## src/rtl/icr_pkg.sv

```systemverilog
// Shared types, constants and register codes for the replicate-edge convolution core.
package icr_pkg;

	// Default geometry and arithmetic settings.
	localparam int KSIZE_DEF      = 3;
	localparam int MAX_WIDTH_DEF  = 1024;
	localparam int MAX_HEIGHT_DEF = 1024;
	localparam int COEF_FRAC_DEF  = 8;

	// Fixed field widths.
	localparam int CH_W      = 8;
	localparam int PIX_W     = 32;
	localparam int COEF_W    = 12;
	localparam int COEF_ROWS = 5;
	localparam int CFG_W     = 60;
	localparam int CFG_IDX_W = 3;
	localparam int GEOM_W    = 11;
	localparam int CHCNT_W   = 3;

	// Arithmetic widths: 9-bit signed pixel times 12-bit coefficient, then up to
	// five terms per kernel row and five rows.
	localparam int PROD_W = 21;
	localparam int RSUM_W = 24;
	localparam int SUM_W  = 27;

	// Configuration register indexes.
	localparam logic [CFG_IDX_W-1:0] REG_COEF_ROW0     = 3'd0;
	localparam logic [CFG_IDX_W-1:0] REG_COEF_ROW1     = 3'd1;
	localparam logic [CFG_IDX_W-1:0] REG_COEF_ROW2     = 3'd2;
	localparam logic [CFG_IDX_W-1:0] REG_COEF_ROW3     = 3'd3;
	localparam logic [CFG_IDX_W-1:0] REG_COEF_ROW4     = 3'd4;
	localparam logic [CFG_IDX_W-1:0] REG_IMAGE_WIDTH   = 3'd5;
	localparam logic [CFG_IDX_W-1:0] REG_IMAGE_HEIGHT  = 3'd6;
	localparam logic [CFG_IDX_W-1:0] REG_CHANNEL_COUNT = 3'd7;

	// Request command codes.
	localparam logic CMD_PIXEL = 1'b0;
	localparam logic CMD_FLUSH = 1'b1;

	typedef struct packed {
		logic            cmd;
		logic [CH_W-1:0] chan0_in;
		logic [CH_W-1:0] chan1_in;
		logic [CH_W-1:0] chan2_in;
		logic [CH_W-1:0] chan3_in;
	} in_item_t;

	typedef struct packed {
		logic [CH_W-1:0] chan0_out;
		logic [CH_W-1:0] chan1_out;
		logic [CH_W-1:0] chan2_out;
		logic [CH_W-1:0] chan3_out;
		logic            frame_last;
	} out_item_t;

	// Line store control: pipeline advance, column fetch and pixel write.
	typedef struct packed {
		logic adv;
		logic fetch;
		logic wr;
	} win_ctrl_t;

endpackage

```

## src/rtl/icr_lane.sv

```systemverilog
// One channel lane: kernel products, row sums and the total sum.
module icr_lane import icr_pkg::*; #(
	parameter int KSIZE = KSIZE_DEF,
	localparam int NTAP = KSIZE * KSIZE
) (
	input  logic                     clk,
	input  logic                     en,
	input  logic [CH_W-1:0]          pix [NTAP],
	input  logic signed [COEF_W-1:0] coef [NTAP],
	output logic signed [SUM_W-1:0]  sum_s5
);

	logic signed [PROD_W-1:0] prod_s3 [NTAP];
	logic signed [RSUM_W-1:0] rsum_s4 [KSIZE];
	logic signed [RSUM_W-1:0] rsum_d [KSIZE];
	logic signed [SUM_W-1:0]  sum_d;

	// Products of each tap with its coefficient.
	always_ff @(posedge clk) begin
		if (en) begin
			for (int t = 0; t < NTAP; t++) begin
				prod_s3[t] <= signed'({1'b0, pix[t]}) * coef[t];
			end
		end
	end

	// Row sums, then the total.
	always_comb begin
		for (int y = 0; y < KSIZE; y++) begin
			rsum_d[y] = '0;
			for (int x = 0; x < KSIZE; x++) begin
				rsum_d[y] = rsum_d[y] + RSUM_W'(prod_s3[y*KSIZE+x]);
			end
		end
		sum_d = '0;
		for (int y = 0; y < KSIZE; y++) begin
			sum_d = sum_d + SUM_W'(rsum_s4[y]);
		end
	end

	always_ff @(posedge clk) begin
		if (en) begin
			rsum_s4 <= rsum_d;
			sum_s5  <= sum_d;
		end
	end

endmodule

```

## config.mk

```make
export PLATFORM = sky130hd
export DESIGN_NAME = icr_lane
export DESIGN_NICKNAME = d
export VERILOG_FILES = /design/src/rtl/icr_pkg.sv /design/src/rtl/icr_lane.sv
export SDC_FILE = /design/constraint.sdc
export NUM_CORES = 2
export LEC_CHECK = 0
export ABC_AREA = 1
export ABC_CLOCK_PERIOD_IN_PS = 7800
export BUFFER_PORTS_ARGS = -buffer_cell sky130_fd_sc_hd__buf_2
export CORE_MARGIN = 2
export CORE_UTILIZATION = 23
export DETAILED_ROUTE_END_ITERATION = 6
export HOLD_SLACK_MARGIN = 0.03
export MAX_ROUTING_LAYER = met4
export PLACE_DENSITY_LB_ADDON = 0.25
export SLEW_MARGIN = 40
export SYNTH_ARGS = -nofsm -noshare
export SYNTH_HDL_FRONTEND = slang
export SYNTH_SLANG_ARGS = --single-unit
```

## constraint.sdc

```tcl
create_clock -name clk -period 7.8 [get_ports clk]
set_input_delay 0.39 -clock clk [delete_from_list [all_inputs] [get_ports clk]]
set_output_delay 0.39 -clock clk [all_outputs]
set_load 0.01 [all_outputs]
```

Word-level counts from Yosys, hierarchy flattened. Memories as Yosys holds them, arrays and structs flattened. Cells that the tools add are included.

Add/sub/neg operators: 8. Bitwise gates (word level): 0. Div/mod/pow operators: 0. Muxes and demuxes: 2. $lt $le $gt $ge: 0. Reduce and logical (&&, ||, !) cells: 0. Eq/ne operators: 0. $mul: 9. Shifts and indexed selects: 0.

Operator list (number): $mul 9x12->21 (9); $add 22x21->23 (3); $add 21x21->22 (3); $add 24x23->25 (1); $add 23x23->24 (1); $mux 1 (2).

Memories: 1. Input bits: 182. Bits in read-only memories: 0. RAM bits: 189. Flip-flop bits (word level): 96. Bits in latches: 0.

Memories: prod_s3 (depth 9, width 21, read ports 9, clocked after Yosys merged registers in 0, write ports 9, RTL line icr_lane.sv:13) `logic signed [PROD_W-1:0] prod_s3 [NTAP];`.

Logic depth before layout (Yosys ltp).
Word-level depth: 2. Depth in mapped cells: 21. Depth with buffers taken out: 20.

Worst setup path before layout. OpenSTA, ideal clock, no wires.

Path type: input port to flip-flop. Start: input port coef[83] (netlist name). End: memory prod_s3[2][20] (netlist: prod_s3[0][62]), data pin. Arrival: 4.053 ns. Library setup time: 0.253 ns. Cell stages on the path: 16. Path buffers: 1. Slack: 3.494 ns. Cell sequence: clkbuf_1 -> nand2_1 -> fa_1 -> inv_1 -> fa_1 -> fa_1 -> inv_1 -> fa_1 -> inv_1 -> ha_1 -> a21oi_1 -> o21ai_0 -> a21oi_1 -> nand2_1 -> nand2_1 -> nand2_1.

RTL lines: from (decl) (RTL line icr_lane.sv:9) `input logic signed [COEF_W-1:0] coef [NTAP],`; to (decl) (RTL line icr_lane.sv:13).

==> impl_metrics.toml <==
[timing]
hold_viol_final = 0
setup_ws_ps = 3730
skew_ps = 27.1
fmax_ghz = 0.246
rsz0062_at_grt = "no"
min_period_ps = 4070
post-route-period-util_pct = 52.2
tns_ps = 0
slew_headroom_pct = 52.4
worstMarginPinSlew_ps = 714
setup_viol = 0
drv_slew = 0

[worst_setup_path]
critPathKind = "input pin to flip-flop"
r2r_start = "rsum_s4[1]"
setup.worst_path.start = "pix[64]"
crit_path_end = "prod_s3[0][18]"
r2r_slack_ps = 4480
crit_required_ps = 8120
path_depth = 16
cp_max_fo = 12
ff2ff_path_depth = 10
r2r_end = "sum_s5[15]"
critPathTopFamily = "adder cells"
cp_slowest_stage_delay_ps = 670
start_kind = "input pin"
crit_chain = "buf_2 > nand2_1 > fa_1 > inv_1 > fa_1 > inv_1 > fa_1 > fa_1 > inv_1 > ha_1 > a21oi_1 > o21ai_0 > a21oi_1 > nand2_1 > nand2_1 > nand2_1"
crit_slowest_cell = "fa_1"
arrival_ps = 4390
worst-path-buf-inv = 4
cp-end-kind = "flip-flop"

[clocking]
insertion_delay_ps = 580
ctsRootBufferMaster = "clkbuf_16"
clockBufferDepth = 3
cts_resized = 0
cts_tree = "done"
cts.sinks = 283
post-cts-setup-buffers = 0
cts_buffers = 37
htreeDepth = 2
clk_pin_slew_ps = 60
cts_hold_buf = 0

[route]
drt_pass1_iterations = 5
wl_microns = 135000
drt_iter0_markers = 1788
drcViolationCount = 0
drt-wirelength-per-cell_microns = 13.7
vias_per_cell = 3.95
vias = 38800
antenna_left = 0

[worst_hold_path]
min_from = "coef[48]"
min_path_type = "input pin to flip-flop"
holdPathStages = 3

[job]
max-cap-violations = 0

[global_route]
track_usage_pct = 12.4
grt_max_degree = 66
antenna_found_initial = 27
gr-total-overflow = 0
grt_pass1_wl_microns = 221000
grt_pass1_vias = 40500

[floorplanning]
core-area_sq_um = 222000
dieArea_sq_um = 227000
rows = 173
io_pins = 209
die_height_microns = 476
start_util_pct = 23.1
die_x_microns = 476

[placed_design]
dp_hpwl_microns = 116000
io_buffers = 208
routabilityCongestion = 0.855
place_ws_ps = 3120

[synth]
ys_ff_latch = 283
syn_inst = 6745
yosysWarnings = 0
yosysSeqAreaShare_pct = 16.6
syn_area_sq_um = 51300
ys_types = 28
postSynthAreaPerCell_sq_um = 7.60
synthesis.nets = 8183

[finish]
final_cell_mix = "2087 x nand2_1, 1988 x inv_1, 792 x fa_1"
nets = 8252
drive_above_1_share_pct = 4.21
layout_commonest_cell = "nand2_1"
area_growth_pct = 10.6

[run_status]
outcome = "completed"
==> area by class of cell <==
cell class	count	area (sq um)
inverters	1988	7460
clock inverters	23	333
multi-input cells	4292	34600
diodes	20	50.0
fillers	24400	165000
repair buffers	212	1090
flip-flops and latches	283	8500
well taps	2975	3720
clock buffers	42	945
==> metal layers <==
metal	track usage, %	up-vias	wire length, microns
met2	19.7	529	60900
met3	1.26	70	5040
met1	17.3	18600	66900
met5	-	-	0
met4	1.85	0	1750
li1	-	19700	-
==> worst register-to-register path: cells and delay by family, from the launching register on <==
kind | cells | cell delay, ps
xor gates and xnor gates | 1 | 580
adders and majority gates | 3 | 1310
buffers and inverters | 2 | 250
DFF | 1 | 470
and+or+nand+nor | 4 | 430
==> worst min path at each step <==
| stage | to |
|---|---|
| floorplan | prod_s3[0][0] |
| global placement | sum_s5[1] |
| detailed placement | sum_s5[1] |
| CTS | prod_s3[0][147] |
| global route | prod_s3[0][0] |
| finish | prod_s3[0][84] |
==> flip-flops by register name, summed over array words and instances, names as in the netlist <==
register and count:
rsum_s4 69, prod_s3 189, sum_s5 25
==> synthesized netlist by cell type <==
| cell type | number | area share, % |
|---|---|---|
| a21oi_1 | 199 | 1.9 |
| nor2_2 | 10 | 0.12 |
| o21ai_2 | 2 | 0.034 |
| nand3_2 | 1 | 0.020 |
| o21bai_1 | 2 | 0.029 |
| ha_1 | 464 | 11 |
| nand4_1 | 21 | 0.26 |
| a21o_1 | 14 | 0.20 |
| o211ai_2 | 2 | 0.049 |
| nand2_1 | 2087 | 15 |
| nor3_1 | 14 | 0.14 |
| nand3_1 | 202 | 2.0 |
| nor2_1 | 229 | 1.7 |
| clkbuf_1 | 133 | 0.97 |
| or2_0 | 1 | 0.012 |
| o21ai_0 | 73 | 0.71 |
| fa_1 | 792 | 31 |
| edfxtp_1 | 283 | 17 |
| xnor2_1 | 22 | 0.38 |
| and3_1 | 2 | 0.024 |
| nand3b_1 | 15 | 0.22 |
| and2_1 | 28 | 0.34 |
| inv_1 | 1988 | 15 |
| buf_1 | 47 | 0.34 |
| xor2_1 | 102 | 1.7 |
| nand2_2 | 3 | 0.037 |
| buf_4 | 2 | 0.029 |
| or2_2 | 7 | 0.085 |
==> logic make-up (layout without fill, tap and decap cells) <==
kind of cell | Yosys count | in the layout | share of synthesized area [%]
other | 0 | 20 | 0
flip-flops | 283 | 283 | 16.6
AND/OR/NAND/NOR | 2620 | 2620 | 20.2
adder cells (fa/ha/maj) | 1256 | 1256 | 42.2
XOR/XNOR | 124 | 124 | 2.12
buffers and inverters | 2170 | 2265 | 15.9
AO/OA/AOI/OAI | 292 | 292 | 2.97
==> per-stage QoR <==
| stage | instances | utilization [%] | hold slack (ps) | instance area [sq um] |
|---|---|---|---|---|
| 2_1_floorplan | 6745 | - | 502 | 51300 |
| 3_3_place_gp | 9750 | 25.0 | 724 | 55400 |
| 3_5_place_dp | 9750 | 25.0 | 748 | 55400 |
| 4_1_cts | 9815 | 25.5 | 250 | 56700 |
| 5_1_grt | 9835 | 25.6 | 269 | 56700 |
| 6_report | 9835 | 25.6 | 272 | 56700 |
Power is not shown: default switching activity piles up to over one toggle a cycle in this logic, so the estimate is an artifact.
